<file path="config.mk">
export PLATFORM = sky130hd
export DESIGN_NAME = prime_filter_sum
export DESIGN_NICKNAME = d
export VERILOG_FILES = /design/src/pfs_pkg.sv /design/src/pfs_ctrl.sv /design/src/pfs_dp.sv /design/src/prime_filter_sum.sv
export SDC_FILE = /design/constraint.sdc
export NUM_CORES = 1
export LEC_CHECK = 0
export BUFFER_PORTS_ARGS = -buffer_cell sky130_fd_sc_hd__buf_2
export CAP_MARGIN = 10
export CORE_ASPECT_RATIO = 1.75
export CORE_MARGIN = 4
export CORE_UTILIZATION = 57
export DETAILED_ROUTE_END_ITERATION = 8
export PLACE_DENSITY_LB_ADDON = 0.15
export SETUP_SLACK_MARGIN = 0.05
export SYNTH_ARGS = -nofsm -noshare
export SYNTH_HDL_FRONTEND = slang
export SYNTH_SLANG_ARGS = --single-unit
</file>
<file path="constraint.sdc">
create_clock -name clk -period 3.4 [get_ports clk]
set_input_delay 0.17 -clock clk [delete_from_list [all_inputs] [get_ports clk]]
set_output_delay 0.17 -clock clk [all_outputs]
set_load 0.1 [all_outputs]
</file>
<file path="src/pfs_pkg.sv">
// ----------------------------------------------------------------------------
// pfs_pkg
// shared types and constants of the prime filter with saturating group sum
// ----------------------------------------------------------------------------
package pfs_pkg;

    localparam int SUM_BITS = 41;
    localparam logic [SUM_BITS-1:0] SUM_MAX = '1;

    // controller to datapath
    typedef struct packed {
        logic load;         // capture a new item, divisor 3, square 9
        logic div_start;    // begin a remainder pass with the current divisor
        logic div_step;     // one restoring step of the remainder
        logic advance;      // next odd divisor and its square
        logic set_verdict;  // store the prime flag
        logic verdict;
        logic emit;         // update the sum and load the output register
    } cmd_t;

    // datapath to controller
    typedef struct packed {
        logic lt2;
        logic lt4;
        logic even;
        logic sq_gt_v;      // divisor squared exceeds the value
        logic div_done;
        logic rem_zero;
    } status_t;

endpackage

</file>
<file path="src/pfs_ctrl.sv">
// ----------------------------------------------------------------------------
// pfs_ctrl
// sequencer of the trial division and the output handshake
// ----------------------------------------------------------------------------
module pfs_ctrl
    import pfs_pkg::*;
(
    input  logic    clk,
    input  logic    rst_n,
    input  logic    in_valid,
    output logic    in_ready,
    output logic    out_valid,
    input  logic    out_ready,
    input  status_t st,
    output cmd_t    cmd
);

    localparam logic [1:0] S_IDLE   = 2'd0;
    localparam logic [1:0] S_CHECK  = 2'd1;
    localparam logic [1:0] S_DIV    = 2'd2;
    localparam logic [1:0] S_FINISH = 2'd3;

    logic [1:0] state_reg;
    logic [1:0] state_next;
    logic       out_valid_reg;
    logic       out_valid_next;

    always_comb
    begin
        cmd        = '0;
        in_ready   = 1'b0;
        state_next = state_reg;
        case (state_reg)
            S_IDLE:
            begin
                in_ready = 1'b1;
                if (in_valid)
                begin
                    cmd.load   = 1'b1;
                    state_next = S_CHECK;
                end
            end
            S_CHECK:
            begin
                if (st.lt2 || (st.even && !st.lt4))
                begin
                    cmd.set_verdict = 1'b1;
                    cmd.verdict     = 1'b0;
                    state_next      = S_FINISH;
                end
                else if (st.lt4 || st.sq_gt_v)
                begin
                    cmd.set_verdict = 1'b1;
                    cmd.verdict     = 1'b1;
                    state_next      = S_FINISH;
                end
                else
                begin
                    cmd.div_start = 1'b1;
                    state_next    = S_DIV;
                end
            end
            S_DIV:
            begin
                if (!st.div_done)
                begin
                    cmd.div_step = 1'b1;
                end
                else if (st.rem_zero)
                begin
                    cmd.set_verdict = 1'b1;
                    cmd.verdict     = 1'b0;
                    state_next      = S_FINISH;
                end
                else
                begin
                    cmd.advance = 1'b1;
                    state_next  = S_CHECK;
                end
            end
            S_FINISH:
            begin
                if (!out_valid_reg || out_ready)
                begin
                    cmd.emit   = 1'b1;
                    state_next = S_IDLE;
                end
            end
            default:
            begin
                state_next = S_IDLE;
            end
        endcase
    end

    always_comb
    begin
        if (cmd.emit)
            out_valid_next = 1'b1;
        else if (out_ready)
            out_valid_next = 1'b0;
        else
            out_valid_next = out_valid_reg;
    end

    always_ff @(posedge clk or negedge rst_n)
    begin
        if (!rst_n)
        begin
            state_reg     <= S_IDLE;
            out_valid_reg <= 1'b0;
        end
        else
        begin
            state_reg     <= state_next;
            out_valid_reg <= out_valid_next;
        end
    end

    assign out_valid = out_valid_reg;

endmodule

</file>
<file path="src/pfs_dp.sv">
// ----------------------------------------------------------------------------
// pfs_dp
// divisor and square tracking, bit-serial remainder, saturating group sum
// ----------------------------------------------------------------------------
module pfs_dp
    import pfs_pkg::*;
#(
    parameter int VALUE_BITS = 31
)
(
    input  logic                  clk,
    input  logic                  rst_n,
    input  logic [VALUE_BITS-1:0] value,
    input  logic                  last,
    input  cmd_t                  cmd,
    output status_t               st,
    output logic                  is_prime,
    output logic [SUM_BITS-1:0]   running_sum,
    output logic                  group_end
);

    localparam int SQ_W  = VALUE_BITS + 2;
    localparam int CNT_W = $clog2(VALUE_BITS + 1);
    localparam int ACC_W = ((VALUE_BITS > SUM_BITS) ? VALUE_BITS : SUM_BITS) + 1;

    logic [VALUE_BITS-1:0] value_reg;
    logic                  last_reg;
    logic [VALUE_BITS-1:0] d_reg;
    logic [SQ_W-1:0]       sq_reg;
    logic [VALUE_BITS-1:0] rem_reg;
    logic [VALUE_BITS-1:0] rem_next;
    logic [VALUE_BITS-1:0] q_reg;
    logic [CNT_W-1:0]      cnt_reg;
    logic                  verdict_reg;
    logic [SUM_BITS-1:0]   total_reg;
    logic [SUM_BITS-1:0]   total_new;
    logic [SUM_BITS-1:0]   sum_reg;
    logic                  prime_reg;
    logic                  end_reg;
    logic [VALUE_BITS:0]   trial;
    logic [ACC_W-1:0]      acc;

    // restoring step: bring in the next value bit, subtract when it fits
    always_comb
    begin
        trial = {rem_reg, q_reg[VALUE_BITS-1]};
        if (trial >= {1'b0, d_reg})
            rem_next = VALUE_BITS'(trial - {1'b0, d_reg});
        else
            rem_next = trial[VALUE_BITS-1:0];
    end

    always_comb
    begin
        acc = ACC_W'(total_reg) + ACC_W'(value_reg);
        if (!verdict_reg)
            total_new = total_reg;
        else if (acc >= ACC_W'(SUM_MAX))
            total_new = SUM_MAX;
        else
            total_new = acc[SUM_BITS-1:0];
    end

    always_ff @(posedge clk)
    begin
        if (cmd.load)
        begin
            value_reg <= value;
            last_reg  <= last;
            d_reg     <= VALUE_BITS'(3);
            sq_reg    <= SQ_W'(9);
        end
        if (cmd.advance)
        begin
            d_reg  <= d_reg + VALUE_BITS'(2);
            sq_reg <= sq_reg + (SQ_W'(d_reg) << 2) + SQ_W'(4);
        end
        if (cmd.div_start)
        begin
            rem_reg <= '0;
            q_reg   <= value_reg;
            cnt_reg <= CNT_W'(VALUE_BITS);
        end
        else if (cmd.div_step)
        begin
            rem_reg <= rem_next;
            q_reg   <= q_reg << 1;
            cnt_reg <= cnt_reg - CNT_W'(1);
        end
        if (cmd.set_verdict)
            verdict_reg <= cmd.verdict;
        if (cmd.emit)
        begin
            prime_reg <= verdict_reg;
            sum_reg   <= total_new;
            end_reg   <= last_reg;
        end
    end

    always_ff @(posedge clk or negedge rst_n)
    begin
        if (!rst_n)
            total_reg <= '0;
        else if (cmd.emit)
            total_reg <= last_reg ? '0 : total_new;
    end

    always_comb
    begin
        st.lt2      = (value_reg < VALUE_BITS'(2));
        st.lt4      = (value_reg < VALUE_BITS'(4));
        st.even     = !value_reg[0];
        st.sq_gt_v  = (sq_reg > SQ_W'(value_reg));
        st.div_done = (cnt_reg == '0);
        st.rem_zero = (rem_reg == '0);
    end

    assign is_prime    = prime_reg;
    assign running_sum = sum_reg;
    assign group_end   = end_reg;

endmodule

</file>
<file path="src/prime_filter_sum.sv">
// ----------------------------------------------------------------------------
// prime_filter_sum
// trial-division prime test with a saturating per-group sum of the primes
// ----------------------------------------------------------------------------
// Each item carries a value and a last mark and yields exactly one result:
// is_prime, running_sum (the saturating 41-bit total of the primes seen in
// the group so far, this item included) and group_end (copy of last; the sum
// is cleared after such an item). Values below two are not prime, two and
// three are prime, even values above three are rejected at once. Odd values
// are tested with odd divisors d = 3, 5, 7, ... while d*d <= value; the square
// is kept up to date by adding 4d+4 per divisor, and each remainder comes
// from a bit-serial restoring unit, one value bit per step. One item is in
// work at a time; a 31-bit prime near the top of the range walks through
// about 23170 odd divisors. The result sits in an output register, so the
// next item is taken as soon as a result has been loaded, even while that
// result still waits for out_ready.
// ----------------------------------------------------------------------------
module prime_filter_sum
    import pfs_pkg::*;
#(
    parameter int VALUE_BITS = 31
)
(
    input  logic                  clk,
    input  logic                  rst_n,
    // input item channel
    input  logic                  in_valid,
    output logic                  in_ready,
    input  logic [VALUE_BITS-1:0] value,
    input  logic                  last,
    // result item channel
    output logic                  out_valid,
    input  logic                  out_ready,
    output logic                  is_prime,
    output logic [SUM_BITS-1:0]   running_sum,
    output logic                  group_end
);

    cmd_t    cmd;
    status_t st;

    // sequencer: early cases, divisor loop, output handshake
    pfs_ctrl u_ctrl (
        .clk       (clk),
        .rst_n     (rst_n),
        .in_valid  (in_valid),
        .in_ready  (in_ready),
        .out_valid (out_valid),
        .out_ready (out_ready),
        .st        (st),
        .cmd       (cmd)
    );

    // datapath: divisor, square, remainder unit, group total, output register
    pfs_dp #(
        .VALUE_BITS (VALUE_BITS)
    ) u_dp (
        .clk         (clk),
        .rst_n       (rst_n),
        .value       (value),
        .last        (last),
        .cmd         (cmd),
        .st          (st),
        .is_prime    (is_prime),
        .running_sum (running_sum),
        .group_end   (group_end)
    );

endmodule

</file>
==> summary.txt, run 1 <==
Outcome
  – Status: finished clean

Floorplan
  – Top Ports: 81
  – Die area: 31600 um^2
  – # rows: 81
  – Starting Density: roughly three fifths
  – Die height: 232 um
  – Die width: approximately 140 um
  – Core area: 28200 um^2

Layout
  – Footprint of the multi-input gates: a little over 9000 um^2
  – FILL cells: roughly 2300
  – Sequential cell area: slightly below 7000 um^2
  – Fin nets: 2092
  – Share of cells above drive strength 1: a little under a fifth
  – ANT cells: 0
  – Final Core Density: 69.3%
  – Synth-to-layout area growth: 19.4%

STA
  – Rel. slew slack: 44.6%
  – Slew Viols, Final: 0
  – Fmax: 296 MHz
  – Fin Setup TNS: 0 ns
  – Final Skew: 0.0119 ns
  – Worst Tran Pin Value: 0.830 ns
  – Fin crit share: roughly 100%
  – Tmin final: roughly 3.4 ns
  – RSZ-0062 raised after global routing: true
  – Hold Violations, Final: 0
  – Fin Hold WS: about 0.080 ns
  – Final setup viols: 0

Power
  – Comb power frac: 57.4%
  – Tot Pwr: between 15000 and 20000 uW
  – VDD IR-drop max: 0.000934 V
  – LEAKAGE: 0.00825 uW
  – Pwr/cell area: 989 nW/um^2
  – P_sw: 8840 uW
  – Clk pwr share: 15.7%
  – Sw frac: 45.8%
  – Int Pwr: 10500 uW
  – Seq pwr share: between 20% and 30%

Global route
  – GRT Resource Usage Total: 27.2%
  – Initial antenna violation count: 0
  – Number of global-route vias before repair: 14000
  – Gr ovfl total: 0
  – Largest net degree at the start of global routing: 61
  – First-pass GRT wire length: 69.0 mm

Routing
  – Vias: 13700
  – Remaining routing DRC violations: 0
  – Final antenna-violating net count: 0
  – Total Wirelength: 42.8 mm
  – DRT iter0 DRCs: 676
  – Initial DRT Pass Iterations: 5
  – Vias per cell: between 5 and 6
  – Avg WL per Cell: around 19 um

Critical path
  – Crit path buf inv count: 0
  – FF-to-FF Start: u_dp.d_reg[2]
  – Crit. Startpoint: u_dp.d_reg[2]
  – Type of origin of the critical path: register
  – Crit-path max FO: 3
  – CP cell instances: ha_4 > ha_4 > a211oi_2 > o21bai_1 > o41a_1 > a221o_1 > a211oi_4 > o31ai_4 > a2111o_1 > a41oi_2 > mux2i_1
  – Crit Path Class: register to register
  – Critical Path End Type: register
  – Worst R2R End: u_dp.sq_reg[32]
  – CP Data Required Time: 3.69 ns
  – CP arrival: 3.66 ns
  – Worst path max stage delay: 0.47 ns
  – Crit-path leading delay family: compound AO/OA/AOI/OAI gates
  – R2r setup slk: approximately 0.023 ns
  – R2R depth: 11
  – CP most frequent cell: ha_4
  – CP max-delay cell: a2111o_1

Clock tree
  – CTS tree: done
  – Worst skew pair latency: 0.54 ns
  – H-tree depth: 1
  – TritonCTS buffer count: 25
  – Clock buffer depth: 3
  – Clock root buffer master: clkbuf_16
  – CTS clock-pin slew for the worst setup and hold paths: ~0.060 ns
  – CTS sink cnt: roughly 250

Logic synthesis
  – Top post-synthesis cells by area: edfxtp_1 (31%), ha_1 (12%), dfrtp_1 (6.7%)
  – Post-synth EDFFs: 167
  – Sequential area share after synthesis: between 40% and 50%
  – Area leader, netlist: edfxtp_1
  – Post-synth top area share: 30.7%
  – Synth Cell Area: 16400 um^2
  – Synth Instances: 1688
  – Synthesized flop and latch total: 247
  – FFs w/ async S/R, synth: 17.8%
  – Syn Nets: 1880
  – Prevailing post-synth register cell: edfxtp_1
  – Syn avg cell area: approximately 9.7 um^2
  – Synth warn: 0
  – Synth cell types: 79

Worst hold path
  – Hold crit path type: input port to register
  – Hold Path End: u_ctrl.state_reg[0]
  – Hold wc startpoint: in_valid
  – Hold path depth: 5

Place
  – GP Congestion: 0.972
  – IO Port Bufs: 80
  – DP HPWL: 32.8 mm

Job
  – MaxCap Viol Count: 0
-- area by class of cell --
type | instances | area share (%)
Timing Repair Buffer | 241 | 9.10
Clock inverter | 17 | 1.20
Clock buffer | 28 | 3.42
Sequential cell | 247 | 35.0
Inverter | 97 | 1.86
Tap cell | 373 | 2.39
Multi-Input combinational cell | 1288 | 47.0
-- repair_timing --
| item | in CTS | in global routing |
|---|---|---|
| endpoints found under the hold margin | 56 | 0 |
| resized for setup | 6 | 38 |
| pin swaps | 4 | 12 |
| setup buffers | 0 | 6 |
| hold buffers | 34 | 0 |
| setup endpoints to repair | 7 | 111 |
-- how the worst max path moves through the flow --
stage | endpoint | slack (ns) | cells after the start
floorplan | u_dp.sq_reg[32] | 0.05 | 11
global placement | u_dp.sq_reg[30] | -0.02 | 11
detailed placement | u_dp.sq_reg[21] | -0.06 | 13
CTS | u_dp.sq_reg[32] | 0.02 | 11
global route | u_dp.sq_reg[30] | -0.11 | 11
finish | u_dp.sq_reg[32] | 0.02 | 11
-- cell usage after synthesis, types with 16 or more instances --
cell / n
edfxtp_1: 167
nor4_1: 23
mux2_2: 33
a211oi_1: 42
o21ai_0: 96
o21bai_1: 16
nor3_1: 33
nand4_1: 22
o21a_1: 21
and3_1: 16
nand3_1: 41
dfrtp_1: 44
inv_1: 97
clkbuf_1: 48
xnor2_1: 69
a21o_1: 43
mux2i_1: 33
ha_1: 153
nor2_1: 194
dfxtp_1: 36
nand2_1: 103
a21oi_1: 138
xor2_1: 26
-- cells by family after synthesis --
logic type | count (synthesis) | synth area share, %
AND/OR/NAND/NOR | 506 | 14.6
AO/OA/AOI/OAI | 465 | 18.5
flip-flops | 247 | 41.8
adder cells (fa/ha/maj) | 156 | 12.1
buffers and inverters | 153 | 3.60
XOR/XNOR | 95 | 5.09
multiplexers | 66 | 4.29
-- metal layers --
layer / vias to the layer above / global-route usage (%) / wire, um
li1: 6682 / - / -
met1: 6515 / 28.9 / 15800
met2: 388 / 52.0 / 23000
met3: 129 / 2.43 / 1530
met4: 0 / 14.4 / 2530
met5: - / 0 / 0
-- metrics by stage --
| stage | worst slack (ns) | cell area (um^2) | cells |
|---|---|---|---|
| final | 0.0231 | 19500 | 2291 |
| after global routing | -0.112 | 19500 | 2291 |
| after CTS | 0.0165 | 19300 | 2285 |
| after detailed placement | -0.0625 | 18000 | 2206 |
| after global placement | -0.0245 | 18000 | 2206 |
| after floorplan | 0.0516 | 16400 | 1688 |
-- worst register-to-register path: stages (launching register included) --
cell and delay (ns):
edfxtp_1 0.43, ha_4 0.31, ha_4 0.19, a211oi_2 0.18, o21bai_1 0.12, o41a_1 0.36, a221o_1 0.37, a211oi_4 0.31
o31ai_4 0.13, a2111o_1 0.47, a41oi_2 0.16, mux2i_1 0.09
-- power by group through the flow --
stage | clock (uW) | combinational [uW] | sequential [uW]
4_1_cts | 3100 | 10800 | 5180
6_report | 3040 | 11100 | 5190
5_1_grt | 3210 | 12100 | 5290
3_3_place_gp | 0 | 10600 | 5200
2_1_floorplan | 0 | 6540 | 6570
3_5_place_dp | 0 | 10700 | 5240
-- layout by cell type (no fill, tap or decap), drive strengths merged, types with 41 or more instances in the layout --
cell type,n
nand3,41
inv,99
a21oi,138
a211oi,44
o21ai,99
buf,207
nand2,103
dfrtp,44
edfxtp,167
nor2,194
a21o,43
ha,153
xnor2,69
Note: power is estimated with default switching activity, not from simulation.
==> run 2, diff against run 1 <==
- CORE_UTILIZATION: 57 -> 59
- clock period: 3.4 -> 3.5 ns (I/O delays scaled with it)
==> summary.txt, run 2 (synthesized netlist as in run 1, its figures left out) <==
STA
  – Final setup viols: 0 (unchanged)
  – Hold Violations, Final: 0 (unchanged)
  – Slew Viols, Final: 0 (unchanged)
  – RSZ-0062 raised after global routing: true
  – Fin worst setup slack: 0.0384 ns (+0.0153 ns)
  – Fin Hold WS: 0.139 ns (+0.0592 ns)
  – Worst Tran Pin Value: 0.785 ns (-0.0456 ns)
  – Final Skew: 0.0165 ns (+0.00453 ns)
  – Tmin final: 3.46 ns (+0.0847 ns)
  – Fin crit share: 98.9% (-0.42 points)
  – Rel. slew slack: 47.7% (+3.0 points)
  – Fmax: 289 MHz (-2.4%)

Layout
  – ANT cells: 0 (unchanged)
  – Fin nets: 2047 (-2.2%)
  – Share of cells above drive strength 1: 15.1% (-3.1 points)
  – Final Core Density: 69.3% (about the same)
  – Sequential cell area: 6840 um^2 (unchanged)
  – FILL cells: 2178 (-3.3%)
  – Most frequent cells in the layout: nor2_1 (193), edfxtp_1 (167), ha_1 (149)
  – Synth-to-layout area growth: 15.9%
  – Footprint of the multi-input gates: 9040 um^2 (-1.5%)
  – Most common cell after layout, fill and taps aside: nor2_1

Critical path
  – Crit-path max FO: 5 (+2)
  – Worst R2R End: u_dp.sq_reg[25]
  – FF-to-FF Start: u_dp.d_reg[2]
  – CP max-delay cell: edfxtp_1
  – Type of origin of the critical path: register
  – R2r setup slk: 0.04 ns (+0.02 ns)
  – R2R depth: 15 (+4)
  – CP most frequent cell: buf_4
  – Worst path max stage delay: 0.45 ns (-0.02 ns)
  – CP Data Required Time: 3.78 ns (+0.09 ns)
  – Crit Path Class: register to register
  – CP arrival: 3.74 ns (+0.08 ns)
  – CP cell instances: ha_4 > buf_4 > buf_4 > inv_1 > fa_2 > nor2b_2 > o21a_1 > a31o_2 > o211ai_1 > and2_1 > o31ai_1 > buf_4 > a211oi_1 > o31ai_1 > mux2i_1
  – Critical Path End Type: register

Floorplan
  – Starting Density: 59.8% (+1.8 points)
  – Die height: 228 um (-1.7%)
  – # rows: 80 (-1.2%)
  – Top Ports: 81 (unchanged)
  – Die width: 134 um (-1.6%)
  – Die area: 30500 um^2 (-3.2%)
  – Core area: 27300 um^2 (-3.0%)

Outcome
  – Status: finished clean

Worst hold path
  – Hold crit path type: input port to register
  – Hold wc startpoint: in_valid
  – Hold Path End: u_ctrl.state_reg[0]
  – Hold path depth: 5 (unchanged)

Routing
  – Met2 WL: 22.7 mm (-1.1%)
  – Vias: 13600 (-0.93%)
  – Highest routed layer: met4
  – Vias per cell: 6.06 (+1.2%)
  – Remaining routing DRC violations: 0 (unchanged)
  – DRT iter0 DRCs: 785 (+16%)
  – Avg WL per Cell: 18.6 um (-0.68%)
  – Total Wirelength: 41.6 mm (-2.8%)
  – DR WL met3: 1.46 mm (-4.7%)
  – Initial DRT Pass Iterations: 6 (+1)
  – Final antenna-violating net count: 0 (unchanged)
  – Met1 Wirelength: 15.5 mm (-2.0%)

Global route
  – Number of global-route vias before repair: 13700 (-1.8%)
  – GRT Resource Usage Total: 27.0% (-0.24 points)
  – First-pass GRT wire length: 67.7 mm (-1.9%)
  – Gr ovfl total: 0 (unchanged)
  – Largest net degree at the start of global routing: 61 (unchanged)
  – Initial antenna violation count: 0 (unchanged)

Place
  – DP HPWL: 31.6 mm (-3.8%)
  – GP Congestion: 0.957 (-1.5%)
  – Post-Place Setup Slack: -0.0854 ns (-0.0229 ns)
  – IO Port Bufs: 80 (unchanged)

Power
  – VDD IR-drop max: 0.000993 V (+6.3%)
  – LEAKAGE: 0.00799 uW (-3.1%)
  – Pwr/cell area: 958 nW/um^2 (-3.2%)
  – Tot Pwr: 18100 uW (-6.1%)

Clock tree
  – H-tree depth: 1 (unchanged)
  – Clock buffer depth: 3 (unchanged)
  – CTS clock-pin slew for the worst setup and hold paths: 0.07 ns (about the same)
  – TritonCTS buffer count: 24 (-4.0%)
  – CTS tree: done
  – Clock root buffer master: clkbuf_16
  – CTS sink cnt: 247 (unchanged)
  – Worst skew pair latency: 0.54 ns (about the same)

Job
  – MaxCap Viol Count: 0 (unchanged)
[run 2: cell count changes in the layout (fill, tap and decap cells not counted), moves of 3 or more]
cell        delta
buf_4         -40
clkbuf_1       +6
a21oi_1        +4
a21oi_2        -4
clkinvlp_4     -4
ha_1           +4
o21ai_0        +4
bufinv_16      -3
[run 2: per-layer routing]
metal	GRT usage, %	vias up
met5	0	-
met4	12.7	0
met3	2.49	93
met2	51.6	357
met1	29.4	6538
li1	-	6598
[run 2: cell type report]
class	count	share of cell area, %
Multi-Input combinational cell	1288	47.7
Inverter	97	1.92
Clock buffer	34	3.76
Timing Repair Buffer	197	7.46
Tap cell	369	2.44
Clock inverter	10	0.594
Sequential cell	247	36.1
[run 2: worst max path at each step]
| stage | from | to | slack, ns | cells after the start |
|---|---|---|---|---|
| 2_1_floorplan | u_dp.d_reg[2] | u_dp.sq_reg[32] | 0.05 | 11 |
| 3_3_place_gp | u_dp.d_reg[2] | u_dp.sq_reg[30] | -0.03 | 11 |
| 3_5_place_dp | u_dp.d_reg[2] | u_dp.sq_reg[32] | -0.09 | 11 |
| 4_1_cts | u_dp.sq_reg[5] | u_dp.sq_reg[32] | 0.0002 | 11 |
| 5_1_grt | u_dp.sq_reg[6] | u_dp.sq_reg[32] | -0.10 | 11 |
| 6_report | u_dp.d_reg[2] | u_dp.sq_reg[25] | 0.04 | 15 |
[run 2: worst max-delay path, delay by kind of cell, from the launching register on]
| kind | cells | cell delay (ns) |
|---|---|---|
| adders and majority gates | 2 | 0.69 |
| buffers and inverters | 4 | 0.45 |
| AOI/OAI and AO/OA | 6 | 1.16 |
| muxes | 1 | 0.13 |
| DFF | 1 | 0.45 |
| and+or+nand+nor | 2 | 0.35 |
[run 2: metrics by stage]
| stage | TNS [ns] | area (um^2) | std cells |
|---|---|---|---|
| floorplan | 0 | 16400 | 1688 |
| global placement | -0.0546 | 17600 | 2158 |
| detailed placement | -0.180 | 17600 | 2158 |
| CTS | 0 | 18800 | 2237 |
| global route | -0.188 | 18900 | 2242 |
| finish | 0 | 18900 | 2242 |
[run 2: what timing repair did]
| item | CTS | global route |
|---|---|---|
| resized for setup | 6 | 13 |
| pin swaps | 9 | 12 |
| hold buffers | 34 | 0 |
| buffers inserted | 1 | 5 |
| endpoints found under the hold margin | 55 | 0 |
| setup endpoints to repair | 6 | 33 |
[run 2: where the power goes]
group          switching (uW)  internal, uW  total (uW)
Combinational            6530          3820       10300
Sequential                733          4340        5070
Clock                    1140          1580        2720
